$ cat src/hw/rtl/rfa_pkg.sv
// ----------------------------------------------------------------------------
// rfa_pkg
// Types and constants shared by the RTP reorder frame assembler modules.
// ----------------------------------------------------------------------------
package rfa_pkg;

  localparam logic [15:0] RTP_FIXED_BYTES = 16'd12;
  localparam logic [1:0]  RTP_VER_TWO     = 2'd2;
  localparam logic [4:0]  CAPACITY_RST    = 5'd31;
  localparam logic [6:0]  PT_RST          = 7'd96;

  // register select, address bit 2
  localparam logic REG_CAPACITY     = 1'b0;
  localparam logic REG_PAYLOAD_TYPE = 1'b1;

  typedef enum logic [2:0] {
    EV_STORED  = 3'd0,
    EV_BAD_LEN = 3'd1,
    EV_BAD_PT  = 3'd2,
    EV_OLD     = 3'd3,
    EV_DUP     = 3'd4,
    EV_BAD_VER = 3'd5,
    EV_FRAME   = 3'd6,
    EV_EVICT   = 3'd7
  } event_t;

  typedef enum logic [3:0] {
    ST_IDLE,
    ST_CHECK,
    ST_SCAN,
    ST_POST,
    ST_SHIFT,
    ST_INSERT,
    ST_FSTART,
    ST_FIND,
    ST_CALC,
    ST_EMIT,
    ST_FLUSH
  } state_t;

  typedef struct packed {
    logic [15:0] seq;
    logic        marker;
    logic [6:0]  pt;
    logic [1:0]  ver;
    logic [3:0]  cc;
    logic        xf;
    logic [15:0] xw;
    logic        pf;
    logic [7:0]  pad;
    logic [15:0] len;
    logic        ps;
    logic [15:0] handle;
  } pkt_t;

  typedef struct packed {
    event_t      err;
    logic [15:0] hlen;
    logic [15:0] plen;
  } hdr_t;

  typedef struct packed {
    logic [15:0] seq;
    logic [15:0] handle;
    logic [15:0] hlen;
    logic [15:0] plen;
    logic        marker;
    logic        ps;
  } ent_t;

  typedef struct packed {
    event_t      ev;
    logic [15:0] handle;
    logic [15:0] seq;
    logic [15:0] hlen;
    logic [15:0] plen;
    logic        fend;
  } res_t;

endpackage

$ cat src/hw/rtl/rfa_mem.sv
// ----------------------------------------------------------------------------
// rfa_mem
// Packet slot store: one write port, one read port with registered data.
// ----------------------------------------------------------------------------
module rfa_mem import rfa_pkg::*; #(
  parameter int DEPTH = 32,
  parameter int IW    = 5
) (
  input  logic          clk,
  input  logic          we,
  input  logic [IW-1:0] waddr,
  input  ent_t          wdata,
  input  logic [IW-1:0] raddr,
  output ent_t          rdata
);

  ent_t mem [DEPTH];
  ent_t rdata_r;

  always_ff @(posedge clk) begin
    if (we) begin
      mem[waddr] <= wdata;
    end
    rdata_r <= mem[raddr];
  end

  assign rdata = rdata_r;

endmodule

$ cat src/hw/rtl/rfa_hdr.sv
// ----------------------------------------------------------------------------
// rfa_hdr
// Header/payload length unit with the length and version checks, registered.
// ----------------------------------------------------------------------------
module rfa_hdr import rfa_pkg::*; (
  input  logic clk,
  input  pkt_t pkt_i,
  output hdr_t hdr_o
);

  hdr_t        hdr_r;
  hdr_t        hdr_nxt;
  logic [5:0]  cc4;
  logic [17:0] xw4;
  logic [18:0] ext;
  logic [7:0]  padv;
  logic [19:0] hsum;
  logic [20:0] pl;

  always_comb begin
    cc4  = {pkt_i.cc, 2'b00};
    xw4  = {pkt_i.xw, 2'b00};
    ext  = pkt_i.xf ? (19'(xw4) + 19'd4) : 19'd0;
    padv = pkt_i.pf ? pkt_i.pad : 8'd0;
    hsum = 20'(RTP_FIXED_BYTES) + 20'(cc4) + 20'(ext);
    // magnitudes stay below 2^20, so bit 20 is the sign
    pl   = 21'(pkt_i.len) - 21'(hsum) - 21'(padv);

    hdr_nxt.hlen = hsum[15:0];
    hdr_nxt.plen = pl[15:0];
    if (pkt_i.len <= RTP_FIXED_BYTES) begin
      hdr_nxt.err = EV_BAD_LEN;
    end else if (pkt_i.ver != RTP_VER_TWO) begin
      hdr_nxt.err = EV_BAD_VER;
    end else if (pkt_i.len < 16'(cc4)) begin
      hdr_nxt.err = EV_BAD_LEN;
    end else if (pkt_i.xf && (18'(pkt_i.len) < xw4)) begin
      hdr_nxt.err = EV_BAD_LEN;
    end else if (pkt_i.pf && (pkt_i.len < 16'(pkt_i.pad))) begin
      hdr_nxt.err = EV_BAD_LEN;
    end else if (pl[20]) begin
      hdr_nxt.err = EV_BAD_LEN;
    end else begin
      hdr_nxt.err = EV_STORED;
    end
  end

  always_ff @(posedge clk) begin
    hdr_r <= hdr_nxt;
  end

  assign hdr_o = hdr_r;

endmodule

$ cat src/hw/rtl/rfa_seq.sv
// ----------------------------------------------------------------------------
// rfa_seq
// Sequencer: duplicate/position scan, ordered insert, frame search, emit.
// ----------------------------------------------------------------------------
module rfa_seq import rfa_pkg::*; #(
  parameter int DEPTH = 32
) (
  input  logic       clk,
  input  logic       rst_n,
  input  logic       in_valid,
  output logic       in_stall,
  input  pkt_t       pkt_i,
  input  logic [4:0] cap_i,
  input  logic [6:0] pt_i,
  output logic       out_valid,
  input  logic       out_stall,
  output res_t       res_o,
  output logic       last_o
);

  localparam int IW = $clog2(DEPTH);
  localparam int CW = $clog2(DEPTH + 1);

  state_t        state_r, state_nxt;
  pkt_t          pkt_r, pkt_nxt;
  logic [CW-1:0] held_r, held_nxt;
  logic [IW-1:0] head_r, head_nxt;
  logic [15:0]   done_r, done_nxt;
  logic          started_r, started_nxt;
  logic [IW-1:0] idx_r, idx_nxt;
  logic [IW-1:0] pos_r, pos_nxt;
  logic          dup_r, dup_nxt;
  logic          found_r, found_nxt;
  logic [CW-1:0] flen_r, flen_nxt;
  logic [CW-1:0] n_r, n_nxt;
  logic [15:0]   prev_r, prev_nxt;
  logic          pend_v_r, pend_v_nxt;
  res_t          pend_r, pend_nxt;
  logic          out_v_r, out_v_nxt;
  res_t          out_r, out_nxt;
  logic          last_r, last_nxt;

  logic          we;
  logic [IW-1:0] waddr;
  ent_t          wdata;
  logic [IW-1:0] raddr;
  ent_t          rdata;
  hdr_t          hdr;

  logic          can_push;
  logic          push;
  res_t          push_res;
  logic          push_last;
  logic [15:0]   diff;
  logic          older_new;
  logic          seq_eq;
  event_t        pre_err;
  event_t        post_err;
  logic [CW+4:0] cap_wide;
  logic [CW-1:0] cap_eff;
  logic          last_idx;
  logic [IW-1:0] idx_inc;
  logic [IW-1:0] idx_dec;
  logic          link_ok;
  logic [CW-1:0] rem;
  logic [CW-1:0] evict_n;
  logic [CW-1:0] ntot;
  logic          emit_end;
  logic [IW:0]   head_sum;
  logic [IW-1:0] head_new;
  logic [15:0]   old_diff;
  ent_t          new_ent;
  res_t          emit_res;
  res_t          err_res;

  rfa_mem #(.DEPTH(DEPTH), .IW(IW)) u_mem (
    .clk   (clk),
    .we    (we),
    .waddr (waddr),
    .wdata (wdata),
    .raddr (raddr),
    .rdata (rdata)
  );

  rfa_hdr u_hdr (
    .clk   (clk),
    .pkt_i (pkt_r),
    .hdr_o (hdr)
  );

  // logical slot to physical address in the circular store
  function automatic logic [IW-1:0] phys(input logic [IW-1:0] head, input logic [IW-1:0] i);
    logic [IW:0] s;
    s = {1'b0, head} + {1'b0, i};
    if (s >= (IW+1)'(DEPTH)) begin
      s = s - (IW+1)'(DEPTH);
    end
    return s[IW-1:0];
  endfunction

  // shared compare/arithmetic terms
  always_comb begin
    can_push  = !out_v_r || !out_stall;
    diff      = pkt_r.seq - rdata.seq;
    older_new = diff[15];
    seq_eq    = (pkt_r.seq == rdata.seq);
    old_diff  = pkt_r.seq - done_r;

    if (pkt_r.len < RTP_FIXED_BYTES) begin
      pre_err = EV_BAD_LEN;
    end else if (pkt_r.pt != pt_i) begin
      pre_err = EV_BAD_PT;
    end else if (started_r && old_diff[15]) begin
      pre_err = EV_OLD;
    end else begin
      pre_err = EV_STORED;
    end
    post_err = dup_r ? EV_DUP : hdr.err;

    cap_wide = (CW+5)'(cap_i);
    cap_eff  = (cap_wide < (CW+5)'(DEPTH - 1)) ? CW'(cap_wide) : CW'(DEPTH - 1);

    last_idx = (CW'(idx_r) == held_r - CW'(1));
    idx_inc  = idx_r + IW'(1);
    idx_dec  = idx_r - IW'(1);

    // gap check against done_sequence is waived on the oldest packet
    // before the first frame or once the buffer is at capacity
    link_ok = ((prev_r + 16'd1) == rdata.seq) ||
              ((idx_r == '0) && !(started_r && (held_r < cap_eff)));
    if (idx_r == '0) begin
      link_ok = link_ok && rdata.ps;
    end

    rem      = held_r - flen_r;
    evict_n  = (rem > cap_eff) ? (rem - cap_eff) : '0;
    ntot     = flen_r + evict_n;
    emit_end = ((CW'(idx_r) + CW'(1)) == n_r);

    head_sum = (IW+1)'(head_r) + (IW+1)'(n_r);
    head_new = (head_sum >= (IW+1)'(DEPTH)) ? IW'(head_sum - (IW+1)'(DEPTH))
                                             : head_sum[IW-1:0];

    new_ent.seq    = pkt_r.seq;
    new_ent.handle = pkt_r.handle;
    new_ent.hlen   = hdr.hlen;
    new_ent.plen   = hdr.plen;
    new_ent.marker = pkt_r.marker;
    new_ent.ps     = pkt_r.ps;

    emit_res.ev     = (CW'(idx_r) < flen_r) ? EV_FRAME : EV_EVICT;
    emit_res.handle = rdata.handle;
    emit_res.seq    = rdata.seq;
    emit_res.hlen   = rdata.hlen;
    emit_res.plen   = rdata.plen;
    emit_res.fend   = ((CW'(idx_r) + CW'(1)) == flen_r);

    err_res.ev     = EV_STORED;
    err_res.handle = pkt_r.handle;
    err_res.seq    = pkt_r.seq;
    err_res.hlen   = '0;
    err_res.plen   = '0;
    err_res.fend   = 1'b0;
  end

  // next state
  always_comb begin
    state_nxt = state_r;
    case (state_r)
      ST_IDLE: begin
        if (in_valid) state_nxt = ST_CHECK;
      end
      ST_CHECK: begin
        if (pre_err != EV_STORED) begin
          if (can_push) state_nxt = ST_IDLE;
        end else if (held_r == '0) begin
          state_nxt = ST_POST;
        end else begin
          state_nxt = ST_SCAN;
        end
      end
      ST_SCAN: begin
        if (last_idx) state_nxt = ST_POST;
      end
      ST_POST: begin
        if (post_err != EV_STORED) begin
          if (can_push) state_nxt = ST_IDLE;
        end else if (CW'(pos_r) < held_r) begin
          state_nxt = ST_SHIFT;
        end else begin
          state_nxt = ST_INSERT;
        end
      end
      ST_SHIFT: begin
        if (idx_r == pos_r) state_nxt = ST_INSERT;
      end
      ST_INSERT: state_nxt = ST_FSTART;
      ST_FSTART: state_nxt = ST_FIND;
      ST_FIND: begin
        if (!link_ok || rdata.marker || last_idx) state_nxt = ST_CALC;
      end
      ST_CALC: begin
        state_nxt = (ntot == '0) ? ST_FLUSH : ST_EMIT;
      end
      ST_EMIT: begin
        if (can_push && emit_end) state_nxt = ST_FLUSH;
      end
      ST_FLUSH: begin
        if (can_push) state_nxt = ST_IDLE;
      end
      default: state_nxt = ST_IDLE;
    endcase
  end

  // datapath and outputs
  always_comb begin
    pkt_nxt     = pkt_r;
    held_nxt    = held_r;
    head_nxt    = head_r;
    done_nxt    = done_r;
    started_nxt = started_r;
    idx_nxt     = idx_r;
    pos_nxt     = pos_r;
    dup_nxt     = dup_r;
    found_nxt   = found_r;
    flen_nxt    = flen_r;
    n_nxt       = n_r;
    prev_nxt    = prev_r;
    pend_v_nxt  = pend_v_r;
    pend_nxt    = pend_r;
    we          = 1'b0;
    waddr       = phys(head_r, idx_inc);
    wdata       = rdata;
    raddr       = phys(head_r, idx_r);
    push        = 1'b0;
    push_res    = pend_r;
    push_last   = 1'b0;

    case (state_r)
      ST_IDLE: begin
        if (in_valid) pkt_nxt = pkt_i;
      end
      ST_CHECK: begin
        if (pre_err != EV_STORED) begin
          push        = can_push;
          push_res    = err_res;
          push_res.ev = pre_err;
          push_last   = 1'b1;
        end else begin
          dup_nxt   = 1'b0;
          found_nxt = 1'b0;
          pos_nxt   = IW'(held_r);
          idx_nxt   = '0;
          raddr     = phys(head_r, '0);
        end
      end
      ST_SCAN: begin
        if (seq_eq) dup_nxt = 1'b1;
        if (!found_r && older_new) begin
          pos_nxt   = idx_r;
          found_nxt = 1'b1;
        end
        if (!last_idx) begin
          idx_nxt = idx_inc;
          raddr   = phys(head_r, idx_inc);
        end
      end
      ST_POST: begin
        if (post_err != EV_STORED) begin
          push        = can_push;
          push_res    = err_res;
          push_res.ev = post_err;
          push_last   = 1'b1;
        end else if (CW'(pos_r) < held_r) begin
          idx_nxt = IW'(held_r - CW'(1));
          raddr   = phys(head_r, IW'(held_r - CW'(1)));
        end
      end
      ST_SHIFT: begin
        // move slot idx up by one, read the next lower one
        we = 1'b1;
        if (idx_r != pos_r) begin
          idx_nxt = idx_dec;
          raddr   = phys(head_r, idx_dec);
        end
      end
      ST_INSERT: begin
        we              = 1'b1;
        waddr           = phys(head_r, pos_r);
        wdata           = new_ent;
        held_nxt        = held_r + CW'(1);
        pend_v_nxt      = 1'b1;
        pend_nxt        = err_res;
        pend_nxt.ev     = EV_STORED;
        pend_nxt.hlen   = hdr.hlen;
        pend_nxt.plen   = hdr.plen;
      end
      ST_FSTART: begin
        idx_nxt  = '0;
        raddr    = phys(head_r, '0);
        prev_nxt = done_r;
        flen_nxt = '0;
      end
      ST_FIND: begin
        if (link_ok) begin
          prev_nxt = rdata.seq;
          if (rdata.marker) begin
            flen_nxt = CW'(idx_r) + CW'(1);
          end else if (!last_idx) begin
            idx_nxt = idx_inc;
            raddr   = phys(head_r, idx_inc);
          end
        end
      end
      ST_CALC: begin
        n_nxt   = ntot;
        idx_nxt = '0;
        raddr   = phys(head_r, '0);
      end
      ST_EMIT: begin
        if (can_push) begin
          push     = 1'b1;
          pend_nxt = emit_res;
          done_nxt = rdata.seq;
          if (CW'(idx_r) < flen_r) started_nxt = 1'b1;
          if (emit_end) begin
            head_nxt = head_new;
            held_nxt = held_r - n_r;
          end else begin
            idx_nxt = idx_inc;
            raddr   = phys(head_r, idx_inc);
          end
        end
      end
      ST_FLUSH: begin
        if (can_push) begin
          push       = 1'b1;
          push_last  = 1'b1;
          pend_v_nxt = 1'b0;
        end
      end
      default: ;
    endcase

    if (push) begin
      out_v_nxt = 1'b1;
      out_nxt   = push_res;
      last_nxt  = push_last;
    end else begin
      out_v_nxt = out_v_r && out_stall;
      out_nxt   = out_r;
      last_nxt  = last_r;
    end
  end

  always_ff @(posedge clk) begin
    if (!rst_n) begin
      state_r   <= ST_IDLE;
      held_r    <= '0;
      head_r    <= '0;
      done_r    <= '0;
      started_r <= 1'b0;
      pend_v_r  <= 1'b0;
      out_v_r   <= 1'b0;
    end else begin
      state_r   <= state_nxt;
      held_r    <= held_nxt;
      head_r    <= head_nxt;
      done_r    <= done_nxt;
      started_r <= started_nxt;
      pend_v_r  <= pend_v_nxt;
      out_v_r   <= out_v_nxt;
    end
  end

  always_ff @(posedge clk) begin
    pkt_r   <= pkt_nxt;
    idx_r   <= idx_nxt;
    pos_r   <= pos_nxt;
    dup_r   <= dup_nxt;
    found_r <= found_nxt;
    flen_r  <= flen_nxt;
    n_r     <= n_nxt;
    prev_r  <= prev_nxt;
    pend_r  <= pend_nxt;
    out_r   <= out_nxt;
    last_r  <= last_nxt;
  end

  assign in_stall  = (state_r != ST_IDLE);
  assign out_valid = out_v_r;
  assign res_o     = out_r;
  assign last_o    = last_r;

`ifndef NO_ASSERTIONS
  a_held_bound: assert property (@(posedge clk) disable iff (!rst_n)
    state_r == ST_IDLE |-> held_r < CW'(DEPTH))
    else $error("held count reached buffer depth while idle");

  a_no_pend_idle: assert property (@(posedge clk) disable iff (!rst_n)
    state_r == ST_IDLE |-> !pend_v_r)
    else $error("pending result left behind at end of request");

  a_scan_nonempty: assert property (@(posedge clk) disable iff (!rst_n)
    state_r == ST_SCAN |-> held_r != '0)
    else $error("scan of empty buffer");

  a_emit_pend: assert property (@(posedge clk) disable iff (!rst_n)
    (state_r == ST_EMIT || state_r == ST_FLUSH) |-> pend_v_r)
    else $error("emit without a pending result");
`endif

endmodule

$ cat src/hw/rtl/rtp_reorder_frame_assembler_core.sv
// ----------------------------------------------------------------------------
// rtp_reorder_frame_assembler_core
// RTP packet checker, sequence-ordered jitter buffer and PS frame assembler.
// ----------------------------------------------------------------------------
// One request is handled at a time; in_stall is high until its last result
// has been handed to the output register. Slot reads go through one read
// port, so a request walks the held packets for the duplicate scan, moves
// one packet at a time for the ordered insert, walks packets in the frame
// search and emits the frame and evicted results one at a time, and any
// output stall holds it up. A request rejected on length, payload type or
// age ends at the first check, one rejected after the duplicate scan ends
// there. No clearing pass is needed after reset.
module rtp_reorder_frame_assembler_core import rfa_pkg::*; #(
  parameter int BUFFER_DEPTH = 32
) (
  input  logic        clk,
  input  logic        rst_n,
  input  logic        in_valid,
  output logic        in_stall,
  input  logic [15:0] in_sequence_number,
  input  logic        in_marker,
  input  logic [6:0]  in_payload_type,
  input  logic [1:0]  in_version,
  input  logic [3:0]  in_csrc_count,
  input  logic        in_extension_flag,
  input  logic [15:0] in_extension_words,
  input  logic        in_padding_flag,
  input  logic [7:0]  in_padding_count,
  input  logic [15:0] in_packet_length,
  input  logic        in_ps_start,
  input  logic [15:0] in_packet_handle,
  output logic        out_valid,
  input  logic        out_stall,
  output logic [2:0]  out_event_res,
  output logic [15:0] out_handle_out,
  output logic [15:0] out_sequence_out,
  output logic [15:0] out_header_length,
  output logic [15:0] out_payload_length,
  output logic        out_frame_end,
  output logic        out_last,
  input  logic        psel,
  input  logic        penable,
  input  logic        pwrite,
  input  logic [2:0]  paddr,
  input  logic [31:0] pwdata,
  output logic [31:0] prdata,
  output logic        pready
);

  logic [4:0] cap_r, cap_nxt;
  logic [6:0] pt_r, pt_nxt;
  logic       wr_en;
  pkt_t       pkt;
  res_t       res;

  assign pready = 1'b1;
  assign wr_en  = psel && penable && pwrite;

  always_comb begin
    cap_nxt = cap_r;
    pt_nxt  = pt_r;
    if (wr_en) begin
      case (paddr[2])
        REG_CAPACITY:     cap_nxt = pwdata[4:0];
        REG_PAYLOAD_TYPE: pt_nxt  = pwdata[6:0];
        default: ;
      endcase
    end
  end

  always_comb begin
    case (paddr[2])
      REG_CAPACITY:     prdata = {27'd0, cap_r};
      REG_PAYLOAD_TYPE: prdata = {25'd0, pt_r};
      default:          prdata = '0;
    endcase
  end

  always_ff @(posedge clk) begin
    if (!rst_n) begin
      cap_r <= CAPACITY_RST;
      pt_r  <= PT_RST;
    end else begin
      cap_r <= cap_nxt;
      pt_r  <= pt_nxt;
    end
  end

  always_comb begin
    pkt.seq    = in_sequence_number;
    pkt.marker = in_marker;
    pkt.pt     = in_payload_type;
    pkt.ver    = in_version;
    pkt.cc     = in_csrc_count;
    pkt.xf     = in_extension_flag;
    pkt.xw     = in_extension_words;
    pkt.pf     = in_padding_flag;
    pkt.pad    = in_padding_count;
    pkt.len    = in_packet_length;
    pkt.ps     = in_ps_start;
    pkt.handle = in_packet_handle;
  end

  rfa_seq #(.DEPTH(BUFFER_DEPTH)) u_seq (
    .clk       (clk),
    .rst_n     (rst_n),
    .in_valid  (in_valid),
    .in_stall  (in_stall),
    .pkt_i     (pkt),
    .cap_i     (cap_r),
    .pt_i      (pt_r),
    .out_valid (out_valid),
    .out_stall (out_stall),
    .res_o     (res),
    .last_o    (out_last)
  );

  assign out_event_res      = res.ev;
  assign out_handle_out     = res.handle;
  assign out_sequence_out   = res.seq;
  assign out_header_length  = res.hlen;
  assign out_payload_length = res.plen;
  assign out_frame_end      = res.fend;

endmodule

$ cat config.mk
export PLATFORM = sky130hd
export DESIGN_NAME = rtp_reorder_frame_assembler_core
export DESIGN_NICKNAME = d
export VERILOG_FILES = /design/src/hw/rtl/rfa_pkg.sv /design/src/hw/rtl/rfa_mem.sv /design/src/hw/rtl/rfa_hdr.sv /design/src/hw/rtl/rfa_seq.sv /design/src/hw/rtl/rtp_reorder_frame_assembler_core.sv
export SDC_FILE = /design/constraint.sdc
export NUM_CORES = 2
export LEC_CHECK = 0
export ABC_AREA = 1
export BUFFER_PORTS_ARGS = -buffer_cell sky130_fd_sc_hd__buf_2
export CORE_MARGIN = 2
export CORE_UTILIZATION = 57
export CTS_CLUSTER_DIAMETER = 150
export DETAILED_ROUTE_END_ITERATION = 10
export HOLD_SLACK_MARGIN = 0.05
export PLACE_DENSITY_LB_ADDON = 0.08
export SLEW_MARGIN = 10
export SYNTH_ARGS = -nofsm -noshare
export SYNTH_HDL_FRONTEND = slang
export SYNTH_SLANG_ARGS = --single-unit
$ cat constraint.sdc
create_clock -name clk -period 5.64 [get_ports clk]
set_clock_uncertainty 0.2 [all_clocks]
set_input_delay 0.564 -clock clk [delete_from_list [all_inputs] [get_ports clk]]
set_output_delay 0.564 -clock clk [all_outputs]
set_load 0.01 [all_outputs]
==> results.sh <==
export IMPL_status="finished, violations left"
export IMPL_violations="DRC"
export IMPL_dieHeight_um=439
export IMPL_crit_path_top_delay_cell="nor4_1"
export IMPL_slew_headroom_pct=10.8
export IMPL_dieWidth_um=439
export IMPL_avgViaCountPerCell=6.19
export IMPL_multi_input_area_um2=29300
export IMPL_clockBufferDepth=4
export IMPL_synth_fa_ha_area_share_pct=2.08
export IMPL_overflow=0
export IMPL_first_pass_iters=9
export IMPL_io_pins=235
export IMPL_dieArea_um2=193000
export IMPL_ys_ff_latch=2520
export IMPL_required_ns=6.29
export IMPL_grt_max_degree=157
export IMPL_root_buffer="clkbuf_16"
export IMPL_cts_buffers=279
export IMPL_slew_viol_final=0
export IMPL_drive_gt1_share_pct=9.83
export IMPL_ys_top_cells_by_area="edfxtp_1, nand3_1, nand2_1"
export IMPL_max_freq_mhz=197
export IMPL_grt_pass1_wl_um=470000
export IMPL_synth_top_family_by_area="simple AND/OR/NAND/NOR gates"
export IMPL_rows=159
export IMPL_timing_hold_ws_ns=0.138
export IMPL_crit_path_frequent_cell="nand3_1"
export IMPL_slowest_delay_ns=0.62
export IMPL_reg2reg_to="u_seq.u_mem.rdata[9]"
export IMPL_synth_compound_area_share_pct=2.40
export IMPL_grt_pass1_vias=72400
export IMPL_grt_usage_pct=32.7
export IMPL_synth_common_cells="nand3_1, edfxtp_1, nand2_1, inv_1, buf_2"
export IMPL_netlist_area_leader_share_pct=66.2
export IMPL_cellPowerDensity_nw_per_um2=374
export IMPL_syn_area_um2=108000
export IMPL_synth_edf_count=2377
export IMPL_synth_main_ff_cell="edfxtp_1"
export IMPL_wl_um=320000
export IMPL_setup_tns_ns=0
export IMPL_grt_antenna_before_repair=15
export IMPL_rsz0062_at_grt="false"
export IMPL_dp_hpwl_um=171000
export IMPL_final_cells=12400
export IMPL_cts_clk_slew_worst_paths_ns=0.06
export IMPL_post_route_period_util_pct=90.0
export IMPL_synth_cell_types=58
export IMPL_path_class="reg2reg"
export IMPL_min_to="pt_r[3]"
export IMPL_max_slew_worst_pin_slew_ns=1.33
export IMPL_nNetsFinal=9962
export IMPL_hp_class="in2reg"
export IMPL_cts_tree="yes"
export IMPL_numPortBuffers=181
export IMPL_ys_seq_area_share_pct=68.9
export IMPL_syn_avg_cell_area_um2=11.5
export IMPL_report_final_setup_viol=0
export IMPL_floorplan_initialDensity_pct=57.4
export IMPL_arrival_ns=5.72
export IMPL_worstHoldStart="penable"
export IMPL_syn_to_final_growth_pct=14.0
export IMPL_yosys_area_share_xor_xnor_pct=0.813
export IMPL_routedWlPerCell_um=25.8
export IMPL_drtIter0Drc=10400
export IMPL_globalplace_congestion=0.908
export IMPL_ant_nets=0
export IMPL_cts_setup_buffers=0
export IMPL_num_vias=76700
export IMPL_synthMuxAreaShare_pct=0
export IMPL_ir_worst_vdd_mv=0.305
export IMPL_crit_chain="ha_1, nand2_1, nor4_1, nand2_1, nand3_1, nand3_1, nand2_1, nand3_1, nand2_1, inv_1, nand3_4, buf_4, buf_12, nand3_1, nand3_1, nand3_1, nand3_1, nand3_1, nand2_1"
export IMPL_yosysMostFrequentCell="nand3_1"
export IMPL_yosysTopAreaCell="edfxtp_1"
export IMPL_core_area_um2=188000
export IMPL_drc=13
export IMPL_timing_rr_start="u_seq.err_res[47]"
export IMPL_dpl_cell_count=11800
export IMPL_synthCells=9400
export IMPL_hold_viol=0
export IMPL_post_route_util_pct=65.4
export IMPL_leakagePower_nw=45.2
export IMPL_async_flop_share_pct=0
export IMPL_fin_crit_ns=5.07
export IMPL_synth_simple_area_share_pct=21.3
export IMPL_regArea_um2=74200
export IMPL_start_kind="flip-flop"
export IMPL_clkSinkCount=2520
export IMPL_rr_worst_depth=19
export IMPL_rrSetupSlack_ns=0.57
export IMPL_cp_end_kind="flip-flop"
export IMPL_yosysWarnings=0
export IMPL_cap_viol_max_count=0
export IMPL_cp_max_fo=125
export IMPL_insertion_delay_ns=0.94
export IMPL_fillers=14100
export IMPL_htreeDepth=5
export IMPL_hold_depth=5
registers in the layout (all words and copies together) (netlist names), 6 cells and up:
name               cells
u_seq.u_hdr.hdr_o     32
u_seq.n_r              6
u_seq.done_r          16
u_seq.held_r           6
u_seq.prev_r          16
u_seq.u_mem.rdata     66
u_seq.u_mem.mem     2112
u_seq.flen_r           6
pt_r                   7
u_seq.err_res         32
u_seq.pend_r          67
u_seq.pkt_r           55
u_seq.res_o           68
timing repair:
item,CTS,global route
setup endpoints to repair,0,0
endpoints found under the hold margin,131,0
resized for setup,0,0
hold buffers,112,0
worst max-delay path: cells and delay by family, from the launching register on:
family | cells | cell delay (ns)
simple gates | 15 | 2.92
fa+ha+maj | 1 | 0.34
buf+inv | 3 | 0.84
flops | 1 | 0.46
through the flow:
step	power [mW]	area, um^2	worst slack [ns]
final	46.0	123000	0.566
after global routing	47.3	123000	0.162
after CTS	46.0	123000	0.626
after detailed placement	29.0	113000	0.640
after global placement	28.8	113000	0.547
after floorplan	26.5	108000	-0.275
report_power, final:
| part | internal [mW] | leakage [nW] | switching (mW) |
|---|---|---|---|
| clock | 10.0 | 4.15 | 7.13 |
| combinational | 1.78 | 18.3 | 4.78 |
| sequential | 22.0 | 22.7 | 0.263 |
| total | 33.8 | 45.2 | 12.2 |
cells by family (layout without fill, tap and decap cells):
logic type,count (synthesis),after routing
AOI/OAI and AO/OA,478,478
xor gates and xnor gates,100,100
adders and majority gates,168,168
buffers and inverters,1110,1544
DFF,2520,2520
other,2,65
and+or+nand+nor,5022,5022
layout make-up:
class / count / share of cell area [%]
sequential: 2520 / 60.4
multi-input combinational: 5795 / 23.8
clock buffer: 386 / 6.30
timing repair buffer: 605 / 4.82
tap: 2495 / 2.54
inverter: 462 / 1.42
clock inverter: 91 / 0.594
antenna: 38 / 0.0774
worst max-delay path by stage:
| stage | start | end | cells after the start |
|---|---|---|---|
| 2_1_floorplan | u_seq.idx_r[0] | u_seq.u_mem.mem[10][0] | 14 |
| 3_3_place_gp | u_seq.pkt_r[44] | u_seq.u_hdr.hdr_o[32] | 29 |
| 3_5_place_dp | u_seq.pkt_r[44] | u_seq.u_hdr.hdr_o[32] | 29 |
| 4_1_cts | u_seq.pkt_r[44] | u_seq.u_hdr.hdr_o[32] | 29 |
| 5_1_grt | u_seq.pkt_r[44] | u_seq.u_hdr.hdr_o[32] | 29 |
| 6_report | u_seq.err_res[47] | u_seq.u_mem.rdata[9] | 19 |
layer usage:
| metal | part of all wire (%) | GRT usage, % | up-vias |
|---|---|---|---|
| li1 | - | - | 34200 |
| met1 | 39 | 45.1 | 37800 |
| met2 | 48 | 52.5 | 4048 |
| met3 | 9.5 | 4.82 | 657 |
| met4 | 3.9 | 13.6 | 0 |
| met5 | 0 | 0 | - |
cells in the final DEF (no fill, tap or decap), drive strengths merged, types with 2 or more instances in the layout:
cell type    netlist  routed
a2111oi            2       2
a211oi             3       3
a21boi             5       5
a21o               2       2
a21oi            118     118
a22oi              4       4
a311oi             3       3
a31oi              5       5
buf              469     493
bufinv             0      11
clkbuf           179     386
clkinv             3      76
clkinvlp           0       2
conb               2      27
dfxtp            143     143
diode              0      38
dlygate4sd3        0     112
edfxtp          2377    2377
fa                18      18
ha               150     150
inv              459     464
nand2           1665    1665
nand3           3032    3032
nand3b            25      25
nand4             22      22
nor2             246     246
nor3              14      14
nor3b              2       2
nor4               9       9
o2111ai            3       3
o211ai            14      14
o21a               3       3
o21ai            294     294
o21bai             8       8
o221ai             4       4
o22ai              7       7
or2                4       4
xnor2             35      35
xor2              65      65
Power figures use the tool's default switching activity.
